$ cat config.mk
export PLATFORM = sky130hd
export DESIGN_NAME = pixel_diff_run_rectangles_top
export DESIGN_NICKNAME = d
export VERILOG_FILES = /design/src/sv/pdrr_pkg.sv /design/src/sv/pdrr_front.sv /design/src/sv/pdrr_queue.sv /design/src/sv/pdrr_back.sv /design/src/sv/pixel_diff_run_rectangles_top.sv
export SDC_FILE = /design/constraint.sdc
export NUM_CORES = 1
export LEC_CHECK = 0
export BUFFER_PORTS_ARGS = -buffer_cell sky130_fd_sc_hd__buf_2
export CAP_MARGIN = 40
export CORE_MARGIN = 1
export CORE_UTILIZATION = 38
export CTS_BUF_LIST = sky130_fd_sc_hd__clkbuf_4 sky130_fd_sc_hd__clkbuf_8 sky130_fd_sc_hd__clkbuf_16
export CTS_CLUSTER_SIZE = 40
export DETAILED_ROUTE_END_ITERATION = 6
export HOLD_SLACK_MARGIN = 0.03
export PLACE_DENSITY = 0.53
export SLEW_MARGIN = 20
export SYNTH_ARGS = -nofsm -noshare
export SYNTH_HDL_FRONTEND = slang
export SYNTH_SLANG_ARGS = --single-unit
$ cat constraint.sdc
create_clock -name clk -period 6.5 [get_ports clk]
set_input_delay 0.325 -clock clk [delete_from_list [all_inputs] [get_ports clk]]
set_output_delay 0.325 -clock clk [all_outputs]
set_load 0.05 [all_outputs]
$ cat src/sv/pdrr_pkg.sv
package pdrr_pkg;

  // Field widths fixed by the interface.
  localparam int REDUCE_W = 5;
  localparam int DIM_W    = 13;
  localparam int ROW_W    = 12;
  localparam int COORD_W  = 16;
  localparam int EXT_W    = 17;
  localparam int COLOR_W  = 32;
  localparam int INDEX_W  = 2;

  // Register indexes on the configuration port.
  localparam logic [INDEX_W-1:0] REG_REDUCE_FACTOR = 2'd0;
  localparam logic [INDEX_W-1:0] REG_ROW_WIDTH     = 2'd1;
  localparam logic [INDEX_W-1:0] REG_FRAME_HEIGHT  = 2'd2;

  // Limits and reset values.
  localparam int MAX_HEIGHT = 4096;
  localparam int MAX_FACTOR = 16;
  localparam logic [REDUCE_W-1:0] FACTOR_RESET = 5'd1;
  localparam logic [DIM_W-1:0]    WIDTH_RESET  = 13'd4096;
  localparam logic [DIM_W-1:0]    HEIGHT_RESET = 13'd4096;
  localparam logic [COLOR_W-1:0]  RED_OPAQUE   = 32'hFFFF0000;

  // Entries in the queue between the front and back parts.
  localparam int QUEUE_DEPTH = 2;

  // One finished run, in reduced coordinates, with its colour.
  typedef struct packed {
    logic [COORD_W-1:0] start_col;
    logic [ROW_W-1:0]   row;
    logic [EXT_W-1:0]   run_len;
    logic [COLOR_W-1:0] color;
  } run_rec_t;

  // Status of the run queue.
  typedef struct packed {
    logic full;
    logic valid;
  } q_status_t;

endpackage

$ cat src/sv/pdrr_front.sv
module pdrr_front #(
  parameter int MAX_WIDTH = 4096
) (
  input  logic                           clk,
  input  logic                           rst,
  input  logic                           accept,
  input  logic [pdrr_pkg::COLOR_W-1:0]   pixel_a,
  input  logic [pdrr_pkg::COLOR_W-1:0]   pixel_b,
  input  logic [$clog2(MAX_WIDTH+1)-1:0] width_eff,
  input  logic [pdrr_pkg::DIM_W-1:0]     height_eff,
  output logic                           emit,
  output pdrr_pkg::run_rec_t             rec
);

  localparam int COL_W = (MAX_WIDTH > 1) ? $clog2(MAX_WIDTH) : 1;
  localparam int LEN_W = $clog2(MAX_WIDTH + 1);

  logic                          run_active;
  logic [COL_W-1:0]              run_start_col;
  logic [LEN_W-1:0]              run_length;
  logic [COL_W-1:0]              column_count;
  logic [pdrr_pkg::ROW_W-1:0]    row_count;
  logic [pdrr_pkg::COLOR_W-1:0]  next_color;

  logic                          differs;
  logic                          last_col;
  logic                          last_row;
  logic [COL_W-1:0]              cur_start;
  logic [LEN_W-1:0]              cur_len;

  // Classify the pixel pair and its place in the frame.
  always_comb begin
    differs   = (pixel_a ^ pixel_b) != '0;
    last_col  = (LEN_W'(column_count) + LEN_W'(1)) >= width_eff;
    last_row  = ({1'b0, row_count} + pdrr_pkg::DIM_W'(1)) >= height_eff;
    cur_start = run_active ? run_start_col : column_count;
    cur_len   = differs ? ((run_active ? run_length : '0) + LEN_W'(1)) : run_length;
    emit      = differs ? last_col : run_active;
  end

  // The run handed to the queue when it ends.
  always_comb begin
    rec.start_col = pdrr_pkg::COORD_W'(cur_start);
    rec.row       = row_count;
    rec.run_len   = pdrr_pkg::EXT_W'(cur_len);
    rec.color     = next_color;
  end

  // Run tracking, counters and colour rotation.
  always_ff @(posedge clk) begin
    if (rst) begin
      run_active    <= 1'b0;
      run_start_col <= '0;
      run_length    <= '0;
      column_count  <= '0;
      row_count     <= '0;
      next_color    <= pdrr_pkg::RED_OPAQUE;
    end else if (accept) begin
      if (emit) begin
        run_active    <= 1'b0;
        run_start_col <= '0;
        run_length    <= '0;
      end else if (differs) begin
        run_active    <= 1'b1;
        run_start_col <= cur_start;
        run_length    <= cur_len;
      end

      if (last_col && last_row) begin
        next_color <= pdrr_pkg::RED_OPAQUE;
      end else if (emit) begin
        next_color <= {next_color[23:0], next_color[31:24]};
      end

      if (last_col) begin
        column_count <= '0;
        if (last_row) begin
          row_count <= '0;
        end else begin
          row_count <= row_count + pdrr_pkg::ROW_W'(1);
        end
      end else begin
        column_count <= column_count + COL_W'(1);
      end
    end
  end

endmodule

$ cat src/sv/pdrr_queue.sv
module pdrr_queue #(
  parameter int DEPTH = 2
) (
  input  logic                 clk,
  input  logic                 rst,
  input  logic                 wr,
  input  pdrr_pkg::run_rec_t   wr_data,
  input  logic                 rd,
  output pdrr_pkg::run_rec_t   rd_data,
  output pdrr_pkg::q_status_t  status
);

  localparam int PTR_W = (DEPTH > 1) ? $clog2(DEPTH) : 1;
  localparam int CNT_W = $clog2(DEPTH + 1);

  pdrr_pkg::run_rec_t store [DEPTH];
  logic [PTR_W-1:0]   wr_ptr;
  logic [PTR_W-1:0]   rd_ptr;
  logic [CNT_W-1:0]   count;

  always_comb begin
    status.full  = count == CNT_W'(DEPTH);
    status.valid = count != '0;
    rd_data      = store[rd_ptr];
  end

  // Entry storage.
  always_ff @(posedge clk) begin
    if (wr) begin
      store[wr_ptr] <= wr_data;
    end
  end

  // Pointers and fill count.
  always_ff @(posedge clk) begin
    if (rst) begin
      wr_ptr <= '0;
      rd_ptr <= '0;
      count  <= '0;
    end else begin
      if (wr) begin
        wr_ptr <= (wr_ptr == PTR_W'(DEPTH - 1)) ? '0 : wr_ptr + PTR_W'(1);
      end
      if (rd) begin
        rd_ptr <= (rd_ptr == PTR_W'(DEPTH - 1)) ? '0 : rd_ptr + PTR_W'(1);
      end
      if (wr && !rd) begin
        count <= count + CNT_W'(1);
      end else if (rd && !wr) begin
        count <= count - CNT_W'(1);
      end
    end
  end

endmodule

$ cat src/sv/pdrr_back.sv
module pdrr_back (
  input  logic                            clk,
  input  logic                            rst,
  input  logic [pdrr_pkg::REDUCE_W-1:0]   factor,
  input  logic                            q_valid,
  input  pdrr_pkg::run_rec_t              q_data,
  output logic                            q_rd,
  output logic                            empty,
  input  logic                            pop,
  output logic [pdrr_pkg::COORD_W-1:0]    rect_left,
  output logic [pdrr_pkg::COORD_W-1:0]    rect_top,
  output logic [pdrr_pkg::EXT_W-1:0]      rect_width,
  output logic [pdrr_pkg::REDUCE_W-1:0]   rect_height,
  output logic [pdrr_pkg::COLOR_W-1:0]    fill_color
);

  localparam int LEFT_P_W  = pdrr_pkg::COORD_W + pdrr_pkg::REDUCE_W;
  localparam int TOP_P_W   = pdrr_pkg::ROW_W + pdrr_pkg::REDUCE_W;
  localparam int WIDTH_P_W = pdrr_pkg::EXT_W + pdrr_pkg::REDUCE_W;

  logic                  out_valid;
  logic                  load;
  logic [LEFT_P_W-1:0]   left_p;
  logic [TOP_P_W-1:0]    top_p;
  logic [WIDTH_P_W-1:0]  width_p;

  // Scale the run back to full resolution.
  always_comb begin
    left_p  = LEFT_P_W'(q_data.start_col) * LEFT_P_W'(factor);
    top_p   = TOP_P_W'(q_data.row) * TOP_P_W'(factor);
    width_p = WIDTH_P_W'(q_data.run_len) * WIDTH_P_W'(factor);
    load    = q_valid && (!out_valid || pop);
    q_rd    = load;
    empty   = !out_valid;
  end

  // Output register: refilled when empty or when its beat is taken.
  always_ff @(posedge clk) begin
    if (rst) begin
      out_valid <= 1'b0;
    end else if (load) begin
      out_valid <= 1'b1;
    end else if (pop) begin
      out_valid <= 1'b0;
    end
  end

  always_ff @(posedge clk) begin
    if (load) begin
      rect_left   <= left_p[pdrr_pkg::COORD_W-1:0];
      rect_top    <= top_p[pdrr_pkg::COORD_W-1:0];
      rect_width  <= width_p[pdrr_pkg::EXT_W-1:0];
      rect_height <= factor;
      fill_color  <= q_data.color;
    end
  end

endmodule

$ cat src/sv/pixel_diff_run_rectangles_top.sv
// Pixel difference run rectangles.
//
// Input channel: one beat carries a pixel pair (pixel_a, pixel_b) of two
// reduced images in raster order; it is taken when push is high and full is
// low. Result channel: while empty is low the oldest rectangle is on the
// rect_* and fill_color ports, and pop takes it. Configuration: the user
// must write reduce_factor, row_width and frame_height through cfg_write,
// cfg_index and cfg_data only while idle, which the block does not enforce.
//
// Throughput is one pixel pair per clock while full is low. A rectangle
// passes through the run queue and then the output register, where it is
// scaled by the reduction factor.
// When the receiver stalls, finished runs collect in the two-entry run queue
// and the output register; full rises once the queue is full, because the
// next pixel could end another run.
// Reset empties the run queue and output register, clears the counters and
// run tracker, and sets colour opaque red, factor 1 and frame 4096 by 4096.
module pixel_diff_run_rectangles_top #(
  parameter int MAX_WIDTH = 4096
) (
  input  logic                            clk,
  input  logic                            rst,
  input  logic                            push,
  output logic                            full,
  input  logic [pdrr_pkg::COLOR_W-1:0]    pixel_a,
  input  logic [pdrr_pkg::COLOR_W-1:0]    pixel_b,
  output logic                            empty,
  input  logic                            pop,
  output logic [pdrr_pkg::COORD_W-1:0]    rect_left,
  output logic [pdrr_pkg::COORD_W-1:0]    rect_top,
  output logic [pdrr_pkg::EXT_W-1:0]      rect_width,
  output logic [pdrr_pkg::REDUCE_W-1:0]   rect_height,
  output logic [pdrr_pkg::COLOR_W-1:0]    fill_color,
  input  logic                            cfg_write,
  input  logic [pdrr_pkg::INDEX_W-1:0]    cfg_index,
  input  logic [pdrr_pkg::DIM_W-1:0]      cfg_data
);

  localparam int LEN_W = $clog2(MAX_WIDTH + 1);

  logic [pdrr_pkg::REDUCE_W-1:0] reduce_factor;
  logic [pdrr_pkg::DIM_W-1:0]    row_width;
  logic [pdrr_pkg::DIM_W-1:0]    frame_height;

  logic [pdrr_pkg::REDUCE_W-1:0] factor_eff;
  logic [LEN_W-1:0]              width_eff;
  logic [pdrr_pkg::DIM_W-1:0]    height_eff;

  logic                          accept;
  logic                          q_push;
  logic                          q_rd;
  pdrr_pkg::run_rec_t            rec;
  pdrr_pkg::run_rec_t            q_data;
  pdrr_pkg::q_status_t           q_stat;

  // Configuration registers.
  always_ff @(posedge clk) begin
    if (rst) begin
      reduce_factor <= pdrr_pkg::FACTOR_RESET;
      row_width     <= pdrr_pkg::WIDTH_RESET;
      frame_height  <= pdrr_pkg::HEIGHT_RESET;
    end else if (cfg_write) begin
      case (cfg_index)
        pdrr_pkg::REG_REDUCE_FACTOR: reduce_factor <= cfg_data[pdrr_pkg::REDUCE_W-1:0];
        pdrr_pkg::REG_ROW_WIDTH:     row_width     <= cfg_data;
        pdrr_pkg::REG_FRAME_HEIGHT:  frame_height  <= cfg_data;
        default: begin
        end
      endcase
    end
  end

  // Out-of-range settings are clamped to the nearest legal value.
  always_comb begin
    if (reduce_factor == '0) begin
      factor_eff = pdrr_pkg::REDUCE_W'(1);
    end else if (32'(reduce_factor) > 32'(pdrr_pkg::MAX_FACTOR)) begin
      factor_eff = pdrr_pkg::REDUCE_W'(pdrr_pkg::MAX_FACTOR);
    end else begin
      factor_eff = reduce_factor;
    end

    if (row_width == '0) begin
      width_eff = LEN_W'(1);
    end else if (32'(row_width) > 32'(MAX_WIDTH)) begin
      width_eff = LEN_W'(MAX_WIDTH);
    end else begin
      width_eff = LEN_W'(row_width);
    end

    if (frame_height == '0) begin
      height_eff = pdrr_pkg::DIM_W'(1);
    end else if (32'(frame_height) > 32'(pdrr_pkg::MAX_HEIGHT)) begin
      height_eff = pdrr_pkg::DIM_W'(pdrr_pkg::MAX_HEIGHT);
    end else begin
      height_eff = frame_height;
    end
  end

  // A pixel is taken only when the run queue has room for a result.
  always_comb begin
    full   = q_stat.full;
    accept = push && !q_stat.full;
  end

  pdrr_front #(
    .MAX_WIDTH(MAX_WIDTH)
  ) u_front (
    .clk       (clk),
    .rst       (rst),
    .accept    (accept),
    .pixel_a   (pixel_a),
    .pixel_b   (pixel_b),
    .width_eff (width_eff),
    .height_eff(height_eff),
    .emit      (q_push),
    .rec       (rec)
  );

  pdrr_queue #(
    .DEPTH(pdrr_pkg::QUEUE_DEPTH)
  ) u_queue (
    .clk    (clk),
    .rst    (rst),
    .wr     (q_push && accept),
    .wr_data(rec),
    .rd     (q_rd),
    .rd_data(q_data),
    .status (q_stat)
  );

  pdrr_back u_back (
    .clk        (clk),
    .rst        (rst),
    .factor     (factor_eff),
    .q_valid    (q_stat.valid),
    .q_data     (q_data),
    .q_rd       (q_rd),
    .empty      (empty),
    .pop        (pop),
    .rect_left  (rect_left),
    .rect_top   (rect_top),
    .rect_width (rect_width),
    .rect_height(rect_height),
    .fill_color (fill_color)
  );

  // A finished run written to the queue is waiting there in the next cycle.
  assert property (@(posedge clk) disable iff (rst)
    ($past(q_push && accept) && !$past(rst)) |-> q_stat.valid)
    else $error("run written to the queue was lost");

  // The back part reads the queue only when it holds an entry.
  assert property (@(posedge clk) disable iff (rst)
    q_rd |-> q_stat.valid)
    else $error("run queue read while empty");

  // A waiting rectangle always carries a legal height.
  assert property (@(posedge clk) disable iff (rst)
    !empty |-> (rect_height != '0 &&
                32'(rect_height) <= 32'(pdrr_pkg::MAX_FACTOR)))
    else $error("rectangle height out of range");

endmodule
* Yosys cells after proc, flatten, opt, wreduce, memory -nomap -nowiden *
Memories as Yosys holds them, arrays and structs flattened. A register that Yosys moved wholly into a read port is not among the register bits.
Index checks and enable logic that the tools add are counted.

operators by class
  reductions and logical operators = 27
  muxes and demuxes = 30
  bitwise logic cells = 1
  magnitude comparators = 5
  $add $sub $neg = 9
  eq/ne operators = 3
  multiply operators = 3

operators with widths
  operator               count
  $mux 13                8
  $mux 32                2
  $mux 12                5
  $reduce_bool 32->1     1
  $xor 32x32->32         1
  $add 12x1->13 const B  2
  $ge 13x13->1           2
  $gt 13x13->1 const B   2
  $logic_not 13->1       2
  $add 12x1->12 const B  2
  $mul 17x5->17          1
  $mul 12x5->16          1
  $mul 16x5->16          1
  $add 13x1->13 const B  1
  $reduce_and 2->1       6
  $mux 1                 11
  $mux 5                 2
  $reduce_bool 2->1      5
  $logic_and 1x1->1      6
  $gt 5x5->1 const B     1
  $logic_not 5->1        1
  $eq 2x2->1 const B     2
  $logic_not 1->1        4
  $mux 2                 2
  other kinds (6)        7

word-level totals
  word-level logic and storage cells = 97
  output and inout port bits = 88
  register bits after elaboration = 204
  bits in writable memories = 138
  input bits = 84
  memories = 1

memories
  name           words  width  read ports  clocked after memory_dff  write ports  RTL line          source
  u_queue.store  2      69     1           1                         1            pdrr_queue.sv:16  pdrr_pkg::run_rec_t store [DEPTH];

* Depth between registers and ports, before layout *
  depth after elaboration = 10
  gate-level depth with buffers = 20
  mapped depth without buffers = 17

* Hierarchy *
A second synthesis with hierarchy kept.

second synthesis, totals
  cell total of the unflattened synthesis = 1844
  area, all modules = 20702.4 um^2

modules (own cells, without submodules)
  module                         instances  seq. area each (um^2)  cells an instance  area an instance (um^2)
  pdrr_back                      1          2602.5                 827                8491.9
  pdrr_queue                     1          4724.5                 262                5899.4
  pdrr_front                     1          1641.6                 579                4949.7
  pixel_diff_run_rectangles_top  1          620.6                  176                1361.3

* Least setup slack after synthesis *
OpenSTA, ideal clock, no wires.

  kind = register -> register
  start = reg u_front.column_count[0]
  end = mem u_queue.store[0][0] in the netlist's numbering, enable pin
  buffers on the path = 4
  setup time = 0.496 ns
  cell stages (with the launch flop) = 17
  data arrival time = 5.964 ns
  path slack = 0.039 ns
  required time = 6.004 ns
  period minus slack after synthesis = 6.461 ns
  cells stage by stage = dfxtp_1 and3_1 and3_1 and3_1 and3_1 clkbuf_1 nand3_1 xnor2_1 ha_1 a2111o_1 nor2_1 a211oi_2 buf_6 a31oi_4 buf_4 buf_2 nor2_1

between the ends
  word-level cells in the longest chain between the ends = 6

RTL lines
  what                          RTL line                              source
  start: declaration            pdrr_front.sv:21                      logic [COL_W-1:0] column_count;
  start signal: assignment      pdrr_front.sv:83                      column_count <= column_count + COL_W'(1);
  $add 12x1->13                 pdrr_front.sv:34                      last_col = (LEN_W'(column_count) + LEN_W'(1)) >= width_eff;
  $ge 13x13->1                  pdrr_front.sv:34
  $mux 1                        pdrr_front.sv:38                      emit = differs ? last_col : run_active;
  $logic_and 1x1->1             pixel_diff_run_rectangles_top.sv:125  .wr (q_push && accept),
  $mux 1                        pdrr_queue.sv:29                      if (wr) begin
  $mux 1 (implied by the code)  pdrr_queue.sv:30                      store[wr_ptr] <= wr_data;
  end: declaration              pdrr_queue.sv:16

No other way between the ends.

==> impl_metrics.env <==
export IMPL_post_cts_setup_buffers=0
export IMPL_period_share_pct=81.4
export IMPL_drtIter0Drc=669
export IMPL_post_dp_hpwl_um=31000
export IMPL_dieArea_mm2=0.0518
export IMPL_grt_usage_pct=16.9
export IMPL_gr_usage_met1_pct=24.6
export IMPL_synth_net_count=2026
export IMPL_ys_types=75
export IMPL_syn2layout_area_growth_pct=15.8
export IMPL_cp_required_ns=6.79
export IMPL_diodes=0
export IMPL_slew_viol_final=0
export IMPL_cts_tree="yes"
export IMPL_gr_usage_met3_pct=2.70
export IMPL_cap_violations=0
export IMPL_placed_cell_area_mm2=0.0210
export IMPL_final_hold_violation_count=0
export IMPL_synth_cells=1749
export IMPL_cts_num_sinks=343
export IMPL_synth_edf_count=224
export IMPL_finalPower_w=0.00757
export IMPL_synth_top_area_share_pct=34.8
export IMPL_antenna_found_initial=0
export IMPL_hold_depth=3
export IMPL_firstDrtPassIters=4
export IMPL_routed_wl_um=42700
export IMPL_hold_start="cfg_data[3]"
export IMPL_clockBufferDepth=3
export IMPL_crit_path_end_kind="flop"
export IMPL_synth_area_leader_cell="edfxtp_1"
export IMPL_yosysWarningCount=0
export IMPL_ioPinCount=172
export IMPL_crit_type="flop to flop"
export IMPL_finalNonFillerCells=2628
export IMPL_fill_cells=4714
export IMPL_netlist_area_mm2=0.0193
export IMPL_crit_chain="mux2i_1 > nor2_1 > fa_1 > fa_1 > inv_1 > fa_1 > inv_1 > ha_1 > a211oi_1 > o21ai_0 > and2_1 > o31a_1 > or4_4 > a2111oi_1 > nor3b_1"
export IMPL_critPathLaunchType="flop"
export IMPL_seq_area_mm2=0.00911
export IMPL_overflow=0
export IMPL_vias_per_cell=4.93
export IMPL_tns_ns=0
export IMPL_avgSynthCellArea_um2=11.1
export IMPL_die_w_um=228
export IMPL_ys_seq_elements=343
export IMPL_reg2reg_slack_ns=1.21
export IMPL_placed_cells=2544
export IMPL_cellLeakagePower_nw=9.25
export IMPL_synth_area_leaders="edfxtp_1 (35%), dfxtp_1 (12%), fa_1 (9.3%)"
export IMPL_status="complete, no violations"
export IMPL_ys_seq_area_share_pct=47.1
export IMPL_setup_viol=0
export IMPL_cts_resized=0
export IMPL_die_y_um=228
export IMPL_worst_pin_slew_ns=0.801
export IMPL_grt_pass1_wl_um=69300
export IMPL_rows=82
export IMPL_fmax_mhz=189
export IMPL_finalNetCount=2202
export IMPL_min_period_ns=5.29
export IMPL_insertion_delay_ns=0.57
export IMPL_crit_path_max_fanout=24
export IMPL_synthFlopType="edfxtp_1"
export IMPL_port_buffers=171
export IMPL_cts_buffers=39
export IMPL_cts_root_buffer_cell="clkbuf_16"
export IMPL_start_util_pct=38.6
export IMPL_grt_pass1_vias=13090
export IMPL_hold_path_class="primary input to flop"
export IMPL_grt_max_degree=49
export IMPL_ff2ff_path_depth=15
export IMPL_cpPeakStageDelay_ns=0.62
export IMPL_use_met2_pct=26.3
export IMPL_rsz0062_at_grt="no"
export IMPL_core_area_mm2=0.0502
export IMPL_skew_ns=0.0260
export IMPL_multiInputGateArea_mm2=0.00936
export IMPL_critPathSlowestCell="dfxtp_4"
export IMPL_synth_async_reset_ratio_pct=0
export IMPL_r2r_end="u_back.rect_width[16]"
export IMPL_drc=0
export IMPL_via_count=12963
export IMPL_clkTransAtPathRegs_ns=0.06
export IMPL_worstPathArrival_ns=5.58
export IMPL_max_vdd_ir_drop_v=0.000190
export IMPL_ant_nets=0
export IMPL_wl_per_cell_um=16.2
export IMPL_slew_headroom_pct=46.2
export IMPL_whs_endpoint="frame_height[3]"
export IMPL_htree_num_levels=2
export IMPL_place_congestion=0.819
export IMPL_drive_gt1_share_pct=18.5
export IMPL_cpMostUsedCell="fa_1"
export IMPL_busiest_layer="met2"
export IMPL_holdWs_ns=0.0760
export IMPL_final_area_mm2=0.0224
export IMPL_powerDensity_mw_per_mm2=338
-- layout make-up --
class                           instances  share of cell area [%]
Timing Repair Buffer                  205                    5.28
Sequential cell                       343                    40.7
Inverter                              157                    2.64
Tap cell                              672                    3.75
Clock buffer                           49                    4.78
Multi-Input combinational cell       1179                    41.8
Clock inverter                         23                    1.08
-- logic make-up (layout without fill, tap and decap cells) --
group,after synthesis,count (layout),share of synthesized area (%)
simple gates,547,547,13.4
flops,343,343,47.1
fa+ha+maj,193,193,16.0
mux,100,100,5.61
compound gates,238,238,8.70
xor+xnor,101,101,4.57
buf+inv,227,434,4.63
-- registers in the layout, summed over array words and instances, names as in the netlist, named ones only --
register,count
row_width,13
reduce_factor,5
u_front.column_count,12
frame_height,13
u_front.row_count,12
u_queue.rd_ptr,1
u_back.rect_top,16
u_queue.wr_ptr,1
u_back.rect_height,5
u_queue.count,2
u_front.next_color,32
u_back.rect_width,17
u_front.run_length,13
u_back.fill_color,32
u_queue.store,138
u_back.out_valid,1
u_front.run_active,1
u_back.rect_left,16
u_front.run_start_col,12
-- cell usage in the layout (no fill, tap or decap), drive strengths merged, types with 14 or more instances in the layout --
| master | instances |
|---|---|
| xor2 | 56 |
| ha | 103 |
| mux2i | 36 |
| nor2 | 142 |
| buf | 194 |
| a21oi | 70 |
| dfxtp | 119 |
| nand2 | 191 |
| nand3 | 27 |
| nor2b | 17 |
| nand3b | 14 |
| o21ai | 40 |
| clkinv | 19 |
| and2 | 24 |
| mux2 | 64 |
| inv | 157 |
| a31oi | 19 |
| fa | 90 |
| xnor2 | 45 |
| edfxtp | 224 |
| and3 | 29 |
| nor4 | 14 |
| nand2b | 20 |
| a22o | 29 |
| clkbuf | 49 |
| nor3 | 32 |
-- layer usage --
metal	wire length, um	vias up
li1	-	6425
met2	18700	193
met4	714	0
met1	21700	6300
met5	0	-
met3	1530	45
-- worst max-delay path by stage --
stage	startpoint	end	cells past startpoint	slack (ns)
detailed placement	flop	u_back.rect_width[16]	15	1.17
CTS	flop	u_back.rect_width[16]	15	1.16
floorplan	u_front.column_count[0]	u_queue.store[0][0]	16	0.04
global placement	flop	u_back.rect_top[15]	16	1.28
global route	flop	u_back.rect_width[16]	15	0.86
finish	flop	u_back.rect_width[16]	15	1.21
-- power by group --
part | internal (W) | total, W | switching [W]
Sequential | 0.00273 | 0.00286 | 0.000127
Combinational | 0.000706 | 0.00250 | 0.00179
Clock | 0.00130 | 0.00221 | 0.000911
Total | 0.00474 | 0.00757 | 0.00283
-- Yosys cell counts (all sizes together), types with 3 or more instances --
cell type and instances:
nand4 6, buf 20, nand3 27, nor3 32, nand3b 14, a211oi 6, o221ai 4, fa 90
and3 29, o21a 3, a2111oi 3, mux2i 36, nor3b 4, or3 12, or3b 3, o21ai 40
ha 103, nor4 14, a31oi 19, xnor2 45, o211ai 8, a2bb2oi 8, a21o 8, or2 5
nor2 142, dfxtp 119, mux2 64, and2 24, nor2b 17, xor2 56, or4 3, o21bai 5
a22o 29, edfxtp 224, a21oi 70, clkbuf 50, a31o 10, inv 155, nand2 191, a32o 5
nand2b 20, a211o 4
-- through the flow --
| stage | utilization (%) | worst slack, ns |
|---|---|---|
| 2_1_floorplan | - | 0.0393 |
| 6_report | 44.6 | 1.21 |
| 3_5_place_dp | 41.8 | 1.17 |
| 4_1_cts | 44.6 | 1.16 |
| 3_3_place_gp | 41.6 | 1.28 |
| 5_1_grt | 44.6 | 0.857 |
-- worst max-delay path, delay by kind of cell (launching register included) --
kind,cells,cell delay (ns)
fa+ha+maj,4,1.91
compound gates,4,1.06
simple gates,4,0.83
flops,1,0.62
mux,1,0.48
buf+inv,2,0.10
-- repair_timing --
action                     CTS  global route
hold buffers                11             0
hold endpoints to repair    22             0
setup endpoints to repair    0             0
No activity file was read; power rests on OpenSTA's default activity.
